<file path="src/hdl/token_mutex_table_with_wait_queues_core_assert.svh">
// Assertion macros for the lock table core
`ifndef TOKEN_MUTEX_TABLE_WITH_WAIT_QUEUES_CORE_ASSERT_SVH
`define TOKEN_MUTEX_TABLE_WITH_WAIT_QUEUES_CORE_ASSERT_SVH
// Implication checked every clock edge outside reset
`define TMT_ASSERT_IMP(lbl, ante, cons) \
  lbl: assert property (@(posedge clk_i) disable iff (!rst_ni) (ante) |-> (cons)) \
    else $error("assertion failed");
// Next-cycle implication checked every clock edge outside reset
`define TMT_ASSERT_NXT(lbl, ante, cons) \
  lbl: assert property (@(posedge clk_i) disable iff (!rst_ni) (ante) |=> (cons)) \
    else $error("assertion failed");
`endif

</file>
<file path="src/hdl/tmtwq_pkg.sv">
`timescale 1ns / 1ps
// ----------------------------------------------------------------------------
// tmtwq_pkg
// Shared types and constants for the lock table core.
// ----------------------------------------------------------------------------
package tmtwq_pkg;
  localparam int unsigned NumLocksDef = 16;
  localparam int unsigned NumWaitSlotsDef = 16;

  typedef enum logic [2:0] {
    REQ_ACQUIRE = 3'd0,
    REQ_RELEASE = 3'd1,
    REQ_LOCK    = 3'd2,
    REQ_TRYLOCK = 3'd3,
    REQ_UNLOCK  = 3'd4
  } req_type_e;

  typedef enum logic [2:0] {
    ST_SUCCESS   = 3'd0,
    ST_INV_ID    = 3'd1,
    ST_INV_TOKEN = 3'd2,
    ST_NO_RES    = 3'd3,
    ST_LOCK_FAIL = 3'd4,
    ST_INV_OP    = 3'd5
  } status_e;
endpackage

</file>
<file path="src/hdl/tmtwq_if.sv">
`timescale 1ns / 1ps
// ----------------------------------------------------------------------------
// tmtwq_req_if / tmtwq_rsp_if
// Valid/ready channels for requests and replies.
// ----------------------------------------------------------------------------
interface tmtwq_req_if;
  logic        valid;
  logic        ready;
  logic [2:0]  req_type;
  logic [7:0]  requester;
  logic [7:0]  lock_id;
  logic [31:0] token_in;
  logic [31:0] fresh_token;
  modport source (output valid, req_type, requester, lock_id, token_in, fresh_token,
                  input ready);
  modport sink (input valid, req_type, requester, lock_id, token_in, fresh_token,
                output ready);
endinterface

interface tmtwq_rsp_if;
  logic        valid;
  logic        ready;
  logic [7:0]  reply_to;
  logic [2:0]  status;
  logic [7:0]  granted_id;
  logic [31:0] granted_token;
  logic        last;
  modport source (output valid, reply_to, status, granted_id, granted_token, last,
                  input ready);
  modport sink (input valid, reply_to, status, granted_id, granted_token, last,
                output ready);
endinterface

</file>
<file path="src/hdl/tmtwq_entry_mem.sv">
`timescale 1ns / 1ps
// ----------------------------------------------------------------------------
// tmtwq_entry_mem
// Per-lock entry memory: token, allocated, locked, waiter head and tail.
// Valid bits stand in for the cleared reset value.
// ----------------------------------------------------------------------------
module tmtwq_entry_mem import tmtwq_pkg::*; #(
  parameter int unsigned NumLocks = NumLocksDef,
  parameter int unsigned NumWaitSlots = NumWaitSlotsDef,
  localparam int unsigned IdW = (NumLocks > 1) ? $clog2(NumLocks) : 1,
  localparam int unsigned SlotW = $clog2(NumWaitSlots + 1),
  localparam int unsigned EntW = 32 + 2 + 2 * SlotW
) (
  input  logic             clk_i,
  input  logic             rst_ni,
  input  logic [IdW-1:0]   rd_addr_i,
  output logic [EntW-1:0]  rd_data_o,
  input  logic             wr_en_i,
  input  logic [IdW-1:0]   wr_addr_i,
  input  logic [EntW-1:0]  wr_data_i
);
  logic [EntW-1:0] mem_q [NumLocks];
  logic [EntW-1:0] rdat_q;
  logic [NumLocks-1:0] vld_q;
  logic rvld_q;
  logic [SlotW-1:0] empty_mark;

  assign empty_mark = SlotW'(NumWaitSlots);

  always_ff @(posedge clk_i) begin
    if (wr_en_i) begin
      mem_q[wr_addr_i] <= wr_data_i;
    end
    rdat_q <= mem_q[rd_addr_i];
  end

  always_ff @(posedge clk_i or negedge rst_ni) begin
    if (!rst_ni) begin
      vld_q  <= '0;
      rvld_q <= 1'b0;
    end else begin
      rvld_q <= vld_q[rd_addr_i];
      if (wr_en_i) begin
        vld_q[wr_addr_i] <= 1'b1;
      end
    end
  end

  // unwritten entries read as cleared: token 0, free, no waiters
  assign rd_data_o = rvld_q ? rdat_q : {32'd0, 2'b00, empty_mark, SlotW'(0)};
endmodule

</file>
<file path="src/hdl/tmtwq_slot_mem.sv">
`timescale 1ns / 1ps
// ----------------------------------------------------------------------------
// tmtwq_slot_mem
// Wait slot memory: next link and requester per slot.
// Next links start as the chained free list; the requester field is
// written only when its enable is set, so relinking keeps it.
// ----------------------------------------------------------------------------
module tmtwq_slot_mem import tmtwq_pkg::*; #(
  parameter int unsigned NumWaitSlots = NumWaitSlotsDef,
  localparam int unsigned SlotW = $clog2(NumWaitSlots + 1),
  localparam int unsigned SIdxW = (NumWaitSlots > 1) ? $clog2(NumWaitSlots) : 1,
  localparam int unsigned SlW = SlotW + 8
) (
  input  logic             clk_i,
  input  logic             rst_ni,
  input  logic [SIdxW-1:0] rd_addr_i,
  output logic [SlW-1:0]   rd_data_o,
  input  logic             wr_en_i,
  input  logic             wr_reqr_en_i,
  input  logic [SIdxW-1:0] wr_addr_i,
  input  logic [SlW-1:0]   wr_data_i
);
  logic [SlotW-1:0] nxt_q [NumWaitSlots];
  logic [7:0] who_q [NumWaitSlots];
  logic [SlW-1:0] rdat_q;
  logic [NumWaitSlots-1:0] vld_q;
  logic rvld_q;
  logic [SIdxW-1:0] raddr_q;
  logic [SlotW-1:0] init_next;

  always_ff @(posedge clk_i) begin
    if (wr_en_i) begin
      nxt_q[wr_addr_i] <= wr_data_i[SlW-1 -: SlotW];
      if (wr_reqr_en_i) begin
        who_q[wr_addr_i] <= wr_data_i[7:0];
      end
    end
    rdat_q  <= {nxt_q[rd_addr_i], who_q[rd_addr_i]};
    raddr_q <= rd_addr_i;
  end

  always_ff @(posedge clk_i or negedge rst_ni) begin
    if (!rst_ni) begin
      vld_q  <= '0;
      rvld_q <= 1'b0;
    end else begin
      rvld_q <= vld_q[rd_addr_i];
      if (wr_en_i) begin
        vld_q[wr_addr_i] <= 1'b1;
      end
    end
  end

  assign init_next = SlotW'(raddr_q) + SlotW'(1);
  assign rd_data_o = rvld_q ? rdat_q : {init_next, 8'd0};
endmodule

</file>
<file path="src/hdl/tmtwq_ctrl.sv">
`timescale 1ns / 1ps
// ----------------------------------------------------------------------------
// tmtwq_ctrl
// Request sequencer: reads entries and slots, decides, writes back and
// emits reply beats, walking the waiter chain on release.
// ----------------------------------------------------------------------------
module tmtwq_ctrl import tmtwq_pkg::*; #(
  parameter int unsigned NumLocks = NumLocksDef,
  parameter int unsigned NumWaitSlots = NumWaitSlotsDef,
  localparam int unsigned IdW = (NumLocks > 1) ? $clog2(NumLocks) : 1,
  localparam int unsigned CntW = $clog2(NumLocks + 1),
  localparam int unsigned SlotW = $clog2(NumWaitSlots + 1),
  localparam int unsigned SIdxW = (NumWaitSlots > 1) ? $clog2(NumWaitSlots) : 1,
  localparam int unsigned EntW = 32 + 2 + 2 * SlotW,
  localparam int unsigned SlW = SlotW + 8
) (
  input  logic             clk_i,
  input  logic             rst_ni,
  tmtwq_req_if.sink        req,
  tmtwq_rsp_if.source      rsp,
  output logic [IdW-1:0]   ent_raddr_o,
  input  logic [EntW-1:0]  ent_rdata_i,
  output logic             ent_we_o,
  output logic [IdW-1:0]   ent_waddr_o,
  output logic [EntW-1:0]  ent_wdata_o,
  output logic [SIdxW-1:0] slot_raddr_o,
  input  logic [SlW-1:0]   slot_rdata_i,
  output logic             slot_we_o,
  output logic             slot_wreqr_o,
  output logic [SIdxW-1:0] slot_waddr_o,
  output logic [SlW-1:0]   slot_wdata_o,
  output logic             busy_o
);
  typedef enum logic [6:0] {
    S_IDLE  = 7'b0000001,
    S_RD    = 7'b0000010,
    S_EXEC  = 7'b0000100,
    S_SRD   = 7'b0001000,
    S_SEXEC = 7'b0010000,
    S_LINK  = 7'b0100000,
    S_OUT   = 7'b1000000
  } state_e;

  state_e state_q;
  logic [2:0]  type_q;
  logic [7:0]  reqr_q, id_q;
  logic [31:0] tok_q, fresh_q;
  logic [IdW-1:0] fid_q [NumLocks];
  logic [IdW-1:0] fid_rd_q;
  logic [CntW-1:0] fid_cnt_q;
  logic [SlotW-1:0] fs_head_q;
  logic [SIdxW-1:0] fs_tail_q;
  logic [31:0] e_tok_q;
  logic        e_alloc_q, e_lock_q;
  logic [SlotW-1:0] e_head_q, e_tail_q;
  logic [SIdxW-1:0] cur_q;
  logic        link_req_q;
  logic [SIdxW-1:0] link_addr_q;
  logic [SIdxW-1:0] link_val_q;
  logic        o_valid_q, o_last_q;
  logic [7:0]  o_to_q, o_id_q;
  logic [2:0]  o_st_q;
  logic [31:0] o_tok_q;
  logic        done_q;
  logic [SlotW-1:0] empty_mark;
  logic [IdW-1:0] id_idx;
  logic [CntW:0] wr_sum;
  logic [IdW-1:0] wr_ptr;
  logic id_ok;
  logic o_free;

  assign empty_mark = SlotW'(NumWaitSlots);
  assign id_idx = id_q[IdW-1:0];
  assign id_ok = (9'(id_q) < 9'(NumLocks));
  assign o_free = !o_valid_q || rsp.ready;
  assign wr_sum = (CntW+1)'(fid_rd_q) + (CntW+1)'(fid_cnt_q);
  assign wr_ptr = (wr_sum >= (CntW+1)'(NumLocks)) ? IdW'(wr_sum - (CntW+1)'(NumLocks))
                                                  : IdW'(wr_sum);
  assign req.ready = (state_q == S_IDLE);
  assign busy_o = (state_q != S_IDLE);

  assign rsp.valid = o_valid_q;
  assign rsp.reply_to = o_to_q;
  assign rsp.status = o_st_q;
  assign rsp.granted_id = o_id_q;
  assign rsp.granted_token = o_tok_q;
  assign rsp.last = o_last_q;

  assign ent_raddr_o = id_idx;
  assign ent_waddr_o = (type_q == REQ_ACQUIRE) ? fid_q[fid_rd_q] : id_idx;
  assign slot_raddr_o = (state_q == S_EXEC) ? fs_head_q[SIdxW-1:0] : cur_q;

  always_ff @(posedge clk_i) begin
    if (req.valid && req.ready) begin
      type_q  <= req.req_type;
      reqr_q  <= req.requester;
      id_q    <= req.lock_id;
      tok_q   <= req.token_in;
      fresh_q <= req.fresh_token;
    end
  end

  // main sequencer
  always_ff @(posedge clk_i or negedge rst_ni) begin
    if (!rst_ni) begin
      state_q    <= S_IDLE;
      fid_rd_q   <= '0;
      fid_cnt_q  <= CntW'(NumLocks);
      fs_head_q  <= '0;
      fs_tail_q  <= SIdxW'(NumWaitSlots - 1);
      o_valid_q  <= 1'b0;
      link_req_q <= 1'b0;
      done_q     <= 1'b0;
      for (int i = 0; i < NumLocks; i++) fid_q[i] <= IdW'(i);
    end else begin
      if (rsp.ready) o_valid_q <= 1'b0;
      link_req_q <= 1'b0;
      unique case (state_q)
        S_IDLE: if (req.valid) state_q <= S_RD;
        S_RD: begin
          state_q <= S_EXEC;
          if (type_q == REQ_ACQUIRE) state_q <= S_OUT;
        end
        S_EXEC: begin
          {e_tok_q, e_alloc_q, e_lock_q, e_head_q, e_tail_q} <= ent_rdata_i;
          cur_q <= ent_rdata_i[SlotW +: SIdxW];
          state_q <= S_OUT;
          if (ent_rdata_i[EntW-1 -: 32] == tok_q && ent_rdata_i[EntW-33] &&
              id_ok && ent_rdata_i[2*SlotW-1 -: SlotW] != empty_mark &&
              ((type_q == REQ_UNLOCK && ent_rdata_i[EntW-34]) ||
               type_q == REQ_RELEASE))
            state_q <= S_SRD;
          else if (ent_rdata_i[EntW-1 -: 32] == tok_q && ent_rdata_i[EntW-33] &&
                   id_ok && type_q == REQ_LOCK &&
                   ent_rdata_i[EntW-34] && fs_head_q != empty_mark)
            state_q <= S_LINK;
        end
        S_SRD: state_q <= S_SEXEC;
        S_SEXEC: if (o_free) begin
          o_valid_q <= 1'b1;
          o_to_q    <= slot_rdata_i[7:0];
          o_st_q    <= (type_q == REQ_RELEASE) ? ST_INV_ID : ST_SUCCESS;
          o_id_q    <= id_q;
          o_tok_q   <= e_tok_q;
          o_last_q  <= 1'b0;
          // return slot to free pool
          link_req_q  <= (fs_head_q != empty_mark);
          link_addr_q <= fs_tail_q;
          link_val_q  <= cur_q;
          if (fs_head_q == empty_mark) fs_head_q <= SlotW'(cur_q);
          fs_tail_q <= cur_q;
          e_head_q  <= slot_rdata_i[SlW-1 -: SlotW];
          cur_q     <= slot_rdata_i[8 +: SIdxW];
          if (type_q == REQ_RELEASE && slot_rdata_i[SlW-1 -: SlotW] != empty_mark)
            state_q <= S_SRD;
          else
            state_q <= S_OUT;
        end
        S_LINK: begin
          // slot_rdata_i holds next of the popped free slot
          fs_head_q <= slot_rdata_i[SlW-1 -: SlotW];
          if (e_head_q == empty_mark) e_head_q <= fs_head_q;
          else begin
            link_req_q  <= 1'b1;
            link_addr_q <= e_tail_q[SIdxW-1:0];
            link_val_q  <= fs_head_q[SIdxW-1:0];
          end
          e_tail_q <= fs_head_q;
          state_q  <= S_OUT;
        end
        S_OUT: if (o_free) begin
          o_to_q   <= reqr_q;
          o_id_q   <= id_q;
          o_tok_q  <= 32'd0;
          o_last_q <= 1'b1;
          o_valid_q <= 1'b1;
          state_q  <= S_IDLE;
          if (type_q == REQ_ACQUIRE) begin
            if (fid_cnt_q == '0) begin
              o_st_q <= ST_NO_RES;
              o_id_q <= 8'd0;
            end else begin
              o_st_q  <= ST_SUCCESS;
              o_id_q  <= 8'(fid_q[fid_rd_q]);
              o_tok_q <= fresh_q;
              fid_rd_q <= (fid_rd_q == IdW'(NumLocks - 1)) ? '0 : fid_rd_q + IdW'(1);
              fid_cnt_q <= fid_cnt_q - CntW'(1);
            end
          end else if (!id_ok) o_st_q <= ST_INV_ID;
          else if (!e_alloc_q || e_tok_q != tok_q) o_st_q <= ST_INV_TOKEN;
          else begin
            case (type_q) inside
              REQ_RELEASE: begin
                o_st_q <= ST_SUCCESS;
                o_tok_q <= e_tok_q;
                if (fid_cnt_q < CntW'(NumLocks)) begin
                  fid_q[wr_ptr] <= id_idx;
                  fid_cnt_q <= fid_cnt_q + CntW'(1);
                end
              end
              REQ_LOCK, REQ_TRYLOCK: begin
                if (!e_lock_q) begin
                  o_st_q <= ST_SUCCESS;
                  o_tok_q <= e_tok_q;
                end else if (type_q == REQ_TRYLOCK) o_st_q <= ST_LOCK_FAIL;
                else if (done_q) o_valid_q <= o_valid_q && !rsp.ready;
                else o_st_q <= ST_NO_RES;
              end
              REQ_UNLOCK: begin
                if (!e_lock_q) o_st_q <= ST_LOCK_FAIL;
                else begin
                  o_st_q <= ST_SUCCESS;
                  o_tok_q <= e_tok_q;
                end
              end
              default: o_st_q <= ST_INV_OP;
            endcase
          end
        end
        default: state_q <= S_IDLE;
      endcase
      // mark a parked lock or a handoff; a handoff keeps the lock held
      if (state_q == S_LINK || state_q == S_SEXEC) done_q <= 1'b1;
      else if (state_q == S_IDLE) done_q <= 1'b0;
    end
  end

  // write-back of entry and slot
  always_comb begin
    ent_we_o = 1'b0;
    ent_wdata_o = {e_tok_q, e_alloc_q, e_lock_q, e_head_q, e_tail_q};
    slot_we_o = link_req_q;
    slot_wreqr_o = 1'b0;
    slot_waddr_o = link_addr_q;
    slot_wdata_o = {SlotW'(link_val_q), 8'd0};
    if (state_q == S_OUT && o_free) begin
      if (type_q == REQ_ACQUIRE) begin
        ent_we_o = (fid_cnt_q != '0);
        ent_wdata_o = {fresh_q, 1'b1, 1'b0, empty_mark, SlotW'(0)};
      end else if (id_ok && e_alloc_q && e_tok_q == tok_q) begin
        case (type_q) inside
          REQ_RELEASE: begin
            ent_we_o = 1'b1;
            ent_wdata_o = {32'd0, 2'b00, empty_mark, e_tail_q};
          end
          REQ_LOCK, REQ_TRYLOCK: begin
            ent_we_o = 1'b1;
            ent_wdata_o = {e_tok_q, 1'b1, 1'b1, e_head_q, e_tail_q};
          end
          REQ_UNLOCK: begin
            ent_we_o = 1'b1;
            ent_wdata_o = {e_tok_q, 1'b1, done_q, e_head_q, e_tail_q};
          end
          default: ent_we_o = 1'b0;
        endcase
      end
    end
    if (state_q == S_LINK) begin
      // park requester in the popped slot
      slot_we_o = 1'b1;
      slot_wreqr_o = 1'b1;
      slot_waddr_o = fs_head_q[SIdxW-1:0];
      slot_wdata_o = {empty_mark, reqr_q};
    end else if (state_q == S_SEXEC && o_free) begin
      slot_we_o = 1'b1;
      slot_wreqr_o = 1'b1;
      slot_waddr_o = cur_q;
      slot_wdata_o = {empty_mark, slot_rdata_i[7:0]};
    end
  end
endmodule

</file>
<file path="src/hdl/token_mutex_table_with_wait_queues_core.sv">
`timescale 1ns / 1ps
// ----------------------------------------------------------------------------
// token_mutex_table_with_wait_queues_core
// Lock table with per-lock wait queues held in synchronous memories.
// ----------------------------------------------------------------------------
//  channel | dir | beat
//  req     | in  | req_type, requester, lock_id, token_in, fresh_token
//  rsp     | out | reply_to, status, granted_id, granted_token, last
//
// A request steps through accept, entry read, decide and reply; acquire skips
// the decide step. Parking a blocked lock adds the link state and each
// waiter walked (release flush, unlock handoff) adds a slot read and a slot
// step, paced by the registered reads of the entry and slot memories.
// Reset clears the sequencer and free lists at once; no clearing pass.
// A stalled reply holds the sequencer before its next reply beat.
module token_mutex_table_with_wait_queues_core import tmtwq_pkg::*; #(
  parameter int unsigned NumLocks = NumLocksDef,
  parameter int unsigned NumWaitSlots = NumWaitSlotsDef
) (
  input  logic        clk_i,
  input  logic        rst_ni,
  tmtwq_req_if.sink   req,
  tmtwq_rsp_if.source rsp
);
  localparam int unsigned IdW = (NumLocks > 1) ? $clog2(NumLocks) : 1;
  localparam int unsigned SlotW = $clog2(NumWaitSlots + 1);
  localparam int unsigned SIdxW = (NumWaitSlots > 1) ? $clog2(NumWaitSlots) : 1;
  localparam int unsigned EntW = 32 + 2 + 2 * SlotW;
  localparam int unsigned SlW = SlotW + 8;

  logic [IdW-1:0] ent_raddr, ent_waddr;
  logic [EntW-1:0] ent_rdata, ent_wdata;
  logic ent_we, slot_we, slot_wreqr, busy;
  logic [SIdxW-1:0] slot_raddr, slot_waddr;
  logic [SlW-1:0] slot_rdata, slot_wdata;

  tmtwq_entry_mem #(.NumLocks(NumLocks), .NumWaitSlots(NumWaitSlots)) u_ent (
    .clk_i, .rst_ni, .rd_addr_i(ent_raddr), .rd_data_o(ent_rdata),
    .wr_en_i(ent_we), .wr_addr_i(ent_waddr), .wr_data_i(ent_wdata)
  );

  tmtwq_slot_mem #(.NumWaitSlots(NumWaitSlots)) u_slot (
    .clk_i, .rst_ni, .rd_addr_i(slot_raddr), .rd_data_o(slot_rdata),
    .wr_en_i(slot_we), .wr_reqr_en_i(slot_wreqr), .wr_addr_i(slot_waddr),
    .wr_data_i(slot_wdata)
  );

  tmtwq_ctrl #(.NumLocks(NumLocks), .NumWaitSlots(NumWaitSlots)) u_ctrl (
    .clk_i, .rst_ni, .req, .rsp,
    .ent_raddr_o(ent_raddr), .ent_rdata_i(ent_rdata), .ent_we_o(ent_we),
    .ent_waddr_o(ent_waddr), .ent_wdata_o(ent_wdata),
    .slot_raddr_o(slot_raddr), .slot_rdata_i(slot_rdata), .slot_we_o(slot_we),
    .slot_wreqr_o(slot_wreqr), .slot_waddr_o(slot_waddr), .slot_wdata_o(slot_wdata),
    .busy_o(busy)
  );

`include "token_mutex_table_with_wait_queues_core_assert.svh"
  `TMT_ASSERT_IMP(a_no_accept_busy, busy, !req.ready)
  `TMT_ASSERT_NXT(a_accept_busy, req.valid && req.ready, busy)
  `TMT_ASSERT_IMP(a_status_range, rsp.valid, rsp.status <= ST_INV_OP)
endmodule
</file>
<file path="src/flat_wrapper.sv">
// flat-port wrapper written by rule: the top's interface ports become plain ports
module token_mutex_table_with_wait_queues_core_flat import tmtwq_pkg::*;
#(
  parameter int unsigned NumLocks = NumLocksDef,
  parameter int unsigned NumWaitSlots = NumWaitSlotsDef
)
  (clk_i, rst_ni, req_valid, req_req_type, req_requester, req_lock_id, req_token_in, req_fresh_token, req_ready, rsp_valid, rsp_reply_to, rsp_status, rsp_granted_id, rsp_granted_token, rsp_last, rsp_ready);
  tmtwq_req_if req_i ();
  tmtwq_rsp_if rsp_i ();
  input  logic clk_i;
  input  logic rst_ni;
  input wire logic [$bits(req_i.valid)-1:0] req_valid;
  input wire logic [$bits(req_i.req_type)-1:0] req_req_type;
  input wire logic [$bits(req_i.requester)-1:0] req_requester;
  input wire logic [$bits(req_i.lock_id)-1:0] req_lock_id;
  input wire logic [$bits(req_i.token_in)-1:0] req_token_in;
  input wire logic [$bits(req_i.fresh_token)-1:0] req_fresh_token;
  output wire logic [$bits(req_i.ready)-1:0] req_ready;
  output wire logic [$bits(rsp_i.valid)-1:0] rsp_valid;
  output wire logic [$bits(rsp_i.reply_to)-1:0] rsp_reply_to;
  output wire logic [$bits(rsp_i.status)-1:0] rsp_status;
  output wire logic [$bits(rsp_i.granted_id)-1:0] rsp_granted_id;
  output wire logic [$bits(rsp_i.granted_token)-1:0] rsp_granted_token;
  output wire logic [$bits(rsp_i.last)-1:0] rsp_last;
  input wire logic [$bits(rsp_i.ready)-1:0] rsp_ready;
  assign req_i.valid = req_valid;
  assign req_i.req_type = req_req_type;
  assign req_i.requester = req_requester;
  assign req_i.lock_id = req_lock_id;
  assign req_i.token_in = req_token_in;
  assign req_i.fresh_token = req_fresh_token;
  assign req_ready = req_i.ready;
  assign rsp_valid = rsp_i.valid;
  assign rsp_reply_to = rsp_i.reply_to;
  assign rsp_status = rsp_i.status;
  assign rsp_granted_id = rsp_i.granted_id;
  assign rsp_granted_token = rsp_i.granted_token;
  assign rsp_last = rsp_i.last;
  assign rsp_i.ready = rsp_ready;
  token_mutex_table_with_wait_queues_core #(.NumLocks(NumLocks), .NumWaitSlots(NumWaitSlots)) u_core (.clk_i(clk_i), .rst_ni(rst_ni), .req(req_i), .rsp(rsp_i));
endmodule
</file>
<file path="config.mk">
export PLATFORM = sky130hd
export DESIGN_NAME = token_mutex_table_with_wait_queues_core_flat
export DESIGN_NICKNAME = d
export VERILOG_FILES = /design/src/hdl/tmtwq_pkg.sv /design/src/hdl/tmtwq_if.sv /design/src/hdl/tmtwq_entry_mem.sv /design/src/hdl/tmtwq_slot_mem.sv /design/src/hdl/tmtwq_ctrl.sv /design/src/hdl/token_mutex_table_with_wait_queues_core.sv /design/src/flat_wrapper.sv
export VERILOG_INCLUDE_DIRS = /design/src /design/src/hdl
export SDC_FILE = /design/constraint.sdc
export NUM_CORES = 1
export LEC_CHECK = 0
export ABC_AREA = 1
export BUFFER_PORTS_ARGS = -buffer_cell sky130_fd_sc_hd__buf_2
export CAP_MARGIN = 10
export CORE_MARGIN = 2
export CORE_UTILIZATION = 45
export DETAILED_ROUTE_END_ITERATION = 8
export GPL_ROUTABILITY_DRIVEN = 0
export SLEW_MARGIN = 20
export SYNTH_ARGS = -nofsm -noshare
export SYNTH_HDL_FRONTEND = slang
export SYNTH_SLANG_ARGS = --single-unit
</file>
<file path="constraint.sdc">
create_clock -name clk_i -period 14.4 [get_ports clk_i]
set_clock_uncertainty 0.05 [all_clocks]
set_input_delay 2.88 -clock clk_i [delete_from_list [all_inputs] [get_ports clk_i]]
set_output_delay 2.88 -clock clk_i [all_outputs]
set_load 0.02 [all_outputs]
</file>
## After elaboration in Yosys (flattened, before gate mapping)

Memory sizes are Yosys's and may differ from the RTL's. A register that Yosys moved wholly into a read port is not among the register bits.
Index checks and enable logic that the tools add are counted.
Widths: inputs -> output; s select.

- Bits in registers: 321
- RAM bits: 912
- Word-level logic and storage cells: 286
- Memories kept: 3

Memories:

| name | depth | bits a word | read ports | clocked after memory_dff | write ports | line | source |
|---|---|---|---|---|---|---|---|
| u_core.u_ent.mem_q | 16 | 44 | 1 | 1 | 1 | tmtwq_entry_mem.sv:22 | `logic [EntW-1:0] mem_q [NumLocks];` |
| u_core.u_slot.who_q | 16 | 8 | 1 | 1 | 1 | tmtwq_slot_mem.sv:24 | `logic [7:0] who_q [NumWaitSlots];` |
| u_core.u_slot.nxt_q | 16 | 5 | 1 | 1 | 1 | tmtwq_slot_mem.sv:23 | `logic [SlotW-1:0] nxt_q [NumWaitSlots];` |

- Add/subtract/negate cells: 6
- Order comparisons: 12
- Equal/unequal tests: 29
- Multiplexer cells: 131
- Bitwise gates (word level): 7
- Reduce and logical (&&, ||, !) cells: 51

Operator list:

| cell | number |
|---|---|
| $mux 32 | 11 |
| $mux 44 | 5 |
| $bwmux 64 | 1 |
| $eq 32x32->1 | 2 |
| $pmux 32 s2 | 1 |
| $mux 4 | 15 |
| $mux 5 | 10 |
| $mux 7 | 7 |
| $pmux 7 s7 | 1 |
| $mux 8 | 5 |
| $mux 1 | 39 |
| $mux 13 | 3 |
| $mux 3 | 12 |
| $ne 32x32->1 | 1 |
| $or 16x16->16 | 2 |
| $pmux 8 s2 | 2 |
| $mux 12 | 2 |
| $pmux 4 s2 | 3 |
| $lt 4x5->1 const B | 4 |
| $pmux 5 s2 | 2 |
| $logic_and 1x1->1 | 18 |
| $bmux 4 s4 | 1 |
| $demux 4 s4 | 1 |
| $reduce_and 4->1 | 4 |
| 48 further kinds | 84 |

## Logic depth before layout (Yosys ltp)

- Word-level depth: 12
- Mapped depth: 16
- Mapped depth without buffers: 15

## By module

Synthesis repeated with hierarchy kept, for this count alone.

- Cell total of the unflattened synthesis: 5865
- Area total of the unflattened synthesis: 57256.2 um^2

Modules (own cells, without submodules):

| module | times used | cells each | area each (um^2) | sequential area each (um^2) |
|---|---|---|---|---|
| tmtwq_entry_mem | 1 | 3078 | 32142.1 | 22446.5 |
| tmtwq_ctrl | 1 | 1757 | 14737.9 | 8085.3 |
| tmtwq_slot_mem | 1 | 1030 | 10376.2 | 7011.7 |

## Least setup slack after synthesis

OpenSTA, ideal clock, no wires.

- Path type: input port to flip-flop
- Start: input port rst_ni
- End: register u_core.u_ctrl.o_st_q[0], in the netlist u_core.u_ctrl.rsp.status[0] (enable)
- Arrival: 7302 ps
- Slack: 6730 ps
- Stages on the path: 4
- Path through: inv_1 > a211oi_1 > o21ai_0 > inv_1

- Word-level cells in the longest chain between the ends: 1

RTL lines:

| element | line | source |
|---|---|---|
| start, declared | flat_wrapper.sv:11 | `input logic rst_ni;` |
| $reduce_and 5->1 (no source line) | -- |  |
| end signal, assigned | tmtwq_ctrl.sv:142 | `o_st_q <= (type_q == REQ_RELEASE) ? ST_INV_ID : ST_SUCCESS;` |
| end, declared | tmtwq_ctrl.sv:62 | `logic [2:0] o_st_q;` |

No other way between the ends.
A chain may end at the register's enable or synchronous reset.

## Worst setup path after layout

- Start: register u_core.u_ctrl.state_q[4]
- End: output port req_ready

- Word-level cells in the longest chain between the ends: 1

RTL lines:

| element | line | source |
|---|---|---|
| start, declared | tmtwq_ctrl.sv:44 | `state_e state_q;` |
| start signal, assigned | tmtwq_ctrl.sv:106 | `state_q <= S_IDLE;` |
| start signal, assigned | tmtwq_ctrl.sv:119 | `S_IDLE: if (req.valid) state_q <= S_RD;` |
| start signal, assigned | tmtwq_ctrl.sv:121 | `state_q <= S_EXEC;` |
| $eq 7x1->1 | tmtwq_ctrl.sv:79 | `assign req.ready = (state_q == S_IDLE);` |
| end, declared | flat_wrapper.sv:18 | `output wire logic [$bits(req_i.ready)-1:0] req_ready;` |

No other way between the ends.

==> results.sh <==
export IMPL_status="completed"
export IMPL_postCtsSetupBuffers=0
export IMPL_cts_root_buf="clkbuf_16"
export IMPL_vias=35400
export IMPL_wire_per_inst_um=22.8
export IMPL_timing_final_ws_setup_ns=9.15
export IMPL_grt_max_degree=222
export IMPL_critical_path_required_ns=11.47
export IMPL_insertion_delay_ns=0.75
export IMPL_cts_tree="yes"
export IMPL_drive_gt1_share_pct=11.3
export IMPL_criticalPathCategory="register to output pin"
export IMPL_rows=125
export IMPL_cp_end_kind="output pin"
export IMPL_ys_ff_latch=1272
export IMPL_max_freq_mhz=190
export IMPL_tightest_slew_ns=1.19
export IMPL_fin_crit_ns=5.25
export IMPL_via_per_inst=5.56
export IMPL_power_density_nw_per_um2=155
export IMPL_cp_cell_sequence="nor3_2 > nand4_1 > inv_1 > buf_2"
export IMPL_p_leak_nw=22.3
export IMPL_num_antenna_cells=0
export IMPL_synth_most_common_cell="edfxtp_1"
export IMPL_post_cts_resized=0
export IMPL_port_buffers=140
export IMPL_synth_top_area_cell="edfxtp_1"
export IMPL_syn_inst=4634
export IMPL_cts_hold_buf=0
export IMPL_pin_count=141
export IMPL_gr_usage_all_layers_pct=23.9
export IMPL_rsz0062_at_grt="false"
export IMPL_syn_nets=4732
export IMPL_cp_start_kind="register"
export IMPL_power_w=0.00922
export IMPL_seq_power_share_pct=46.4
export IMPL_antenna_found_initial=0
export IMPL_routed_wl_um=145000
export IMPL_setup_violations_final=0
export IMPL_cp_buffers_inverters=2
export IMPL_yosysUniqueCellTypes=48
export IMPL_finalCritPeriodShare_pct=36.5
export IMPL_holdCritPathClass="register to register"
export IMPL_final_hold_viol_count=0
export IMPL_grt_pass1_wl_um=216000
export IMPL_clkPwrFrac_pct=38.1
export IMPL_internal_power_w=0.00661
export IMPL_dpl_hpwl_um=82300
export IMPL_dp_cells=6110
export IMPL_yosysWarnings=0
export IMPL_cts_max_path_buffers=3
export IMPL_synth_top_cell_area_share_pct=61.8
export IMPL_area_delta_synth_final_pct=12.7
export IMPL_max_stage_delay_ns=0.42
export IMPL_die_x_um=346
export IMPL_synth_edff_count=1086
export IMPL_syn_avg_cell_area_sq_um=11.4
export IMPL_synthTopCellsByArea="edfxtp_1, nand2_1, nor2_1"
export IMPL_initial_core_util_pct=45.4
export IMPL_h_tree_depth=4
export IMPL_nets=4821
export IMPL_cap_violations=0
export IMPL_drtIter0Drc=3358
export IMPL_drcViolationCount=0
export IMPL_seq_area_frac_synth_pct=70.2
export IMPL_slew_viol_final=0
export IMPL_path_delay_family="simple AND/OR/NAND/NOR gates"
export IMPL_pwr_share_comb_pct=15.5
export IMPL_power_switching_w=0.00261
export IMPL_grt_pass1_vias=34300
export IMPL_async_flop_share_pct=9.91
export IMPL_cp_arrival_ns=2.32
export IMPL_p_sw_share_pct=28.3
export IMPL_fin_cells=6359
export IMPL_crit_slowest_cell="dfrtp_1"
export IMPL_core_area_sq_um=116000
export IMPL_clkTransAtPathRegs_ns=0.06
export IMPL_drt_pass1_iter_count=5
export IMPL_cts_sinks=1272
export IMPL_antenna_left=0
export IMPL_grt_ovfl_total=0
export IMPL_yosys_top_cells_count="edfxtp_1, nand2_1, nor2_1"
export IMPL_synthesis_area_sq_um=52800
export IMPL_fin_setup_tns_ns=0
export IMPL_critPathMaxFanout=6
export IMPL_dp_worst_setup_slack_ns=8.44
export IMPL_max_slew_margin_pct=20.5
export IMPL_synth_top_flop_cell="edfxtp_1"
export IMPL_dieArea_sq_um=120000
export IMPL_fp_dieH_um=346
export IMPL_numCtsBuffers=135
export IMPL_ir_drop_mv=0.110
-- power by group through the flow --
stage | Sequential [W] | Clock, W | Combinational, W
floorplan | 0.00429 | 0 | 0.000976
global placement | 0.00436 | 0 | 0.00141
detailed placement | 0.00435 | 0 | 0.00142
CTS | 0.00428 | 0.00356 | 0.00142
global route | 0.00429 | 0.00370 | 0.00158
finish | 0.00428 | 0.00351 | 0.00143
-- layout make-up --
| cell class | instances | area [sq um] |
|---|---|---|
| Fill cell | 10100 | 56700 |
| Timing Repair Buffer | 213 | 1290 |
| Multi-Input combinational cell | 2746 | 13400 |
| Inverter | 355 | 1340 |
| Sequential cell | 1272 | 37000 |
| Clock buffer | 187 | 3770 |
| Tap cell | 1524 | 1910 |
| Clock inverter | 62 | 742 |
-- final timing paths --
kind / startpoint / to / slack, ns / cells past startpoint
max: u_core.u_ctrl.state_q[4] / req_ready / 9.15 / 4
min: u_core.u_ent.vld_q[2] / u_core.u_ent.vld_q[2] / 0.40 / 2
max reg2reg: u_core.u_ctrl.e_tok_q[6] / u_core.u_ent.mem_q[5][28] / 9.97 / 12
min reg2reg: u_core.u_ent.vld_q[2] / u_core.u_ent.vld_q[2] / 0.40 / 2
max in group asynchronous: rst_ni / u_core.u_ent.rvld_q / 10.57 / 3
min in group asynchronous: rst_ni / u_core.u_ctrl.fid_q[12] / 1.96 / 1
-- flip-flops by register name (all words and copies together) (netlist names), 7 cells and up --
| name | count |
|---|---|
| u_core.u_ent.vld_q | 16 |
| u_core.u_ctrl.rsp.granted_id | 8 |
| u_core.u_ctrl.e_tok_q | 32 |
| u_core.u_slot.rdat_q | 13 |
| u_core.u_ctrl.id_q | 8 |
| u_core.u_ctrl.fresh_q | 32 |
| u_core.u_slot.nxt_q | 80 |
| u_core.u_ctrl.tok_q | 32 |
| u_core.u_slot.who_q | 128 |
| u_core.u_slot.vld_q | 16 |
| u_core.u_ctrl.reqr_q | 8 |
| u_core.u_ent.mem_q | 688 |
| u_core.u_ent.rdat_q | 43 |
| u_core.u_ctrl.rsp.reply_to | 8 |
| u_core.u_ctrl.fid_q | 64 |
| u_core.u_ctrl.state_q | 7 |
| u_core.u_ctrl.rsp.granted_token | 32 |
-- cell usage in the layout (no fill, tap or decap), types with 24 or more instances in the layout --
cell / count
nand4_1: 26
dfrtp_1: 87
dfxtp_1: 60
o211ai_1: 160
nor3_1: 72
a21oi_1: 24
nor2_1: 697
buf_2: 139
nand2_1: 751
nand3_1: 237
clkbuf_1: 36
o21ai_0: 454
clkbuf_16: 138
dfstp_2: 38
nor2_2: 25
buf_4: 70
inv_2: 29
o22ai_1: 48
inv_1: 324
edfxtp_1: 1086
o221ai_1: 132
-- metrics by stage --
stage                     hold WS, ns  instance area, sq um  util (%)
after global routing            0.415                 59500      51.2
after floorplan                 0.372                 52800         -
after detailed placement        0.387                 55000      47.3
after global placement          0.386                 55000      47.3
final                           0.402                 59500      51.2
after CTS                       0.404                 59500      51.2
-- worst min-delay path, stage by stage (launching register included) --
cell and delay, ns:
dfrtp_1 0.32, inv_1 0.05, nand2_1 0.06
-- per-layer routing --
metal,GRT usage (%),vias up,wire (um)
met2,39.7,1162,69900
met4,9.57,0,5310
met3,3.70,286,8740
met5,0,-,0
met1,31.6,17400,61000
li1,-,16500,-
-- logic make-up after synthesis --
family	count (synthesis)	share of synthesized area (%)
compound gates	844	9.91
xor+xnor	21	0.349
fa+ha+maj	11	0.289
buf+inv	616	4.57
flops	1272	70.2
mux	1	0.0190
simple gates	1869	14.7
(Power assumes the default switching activity.)
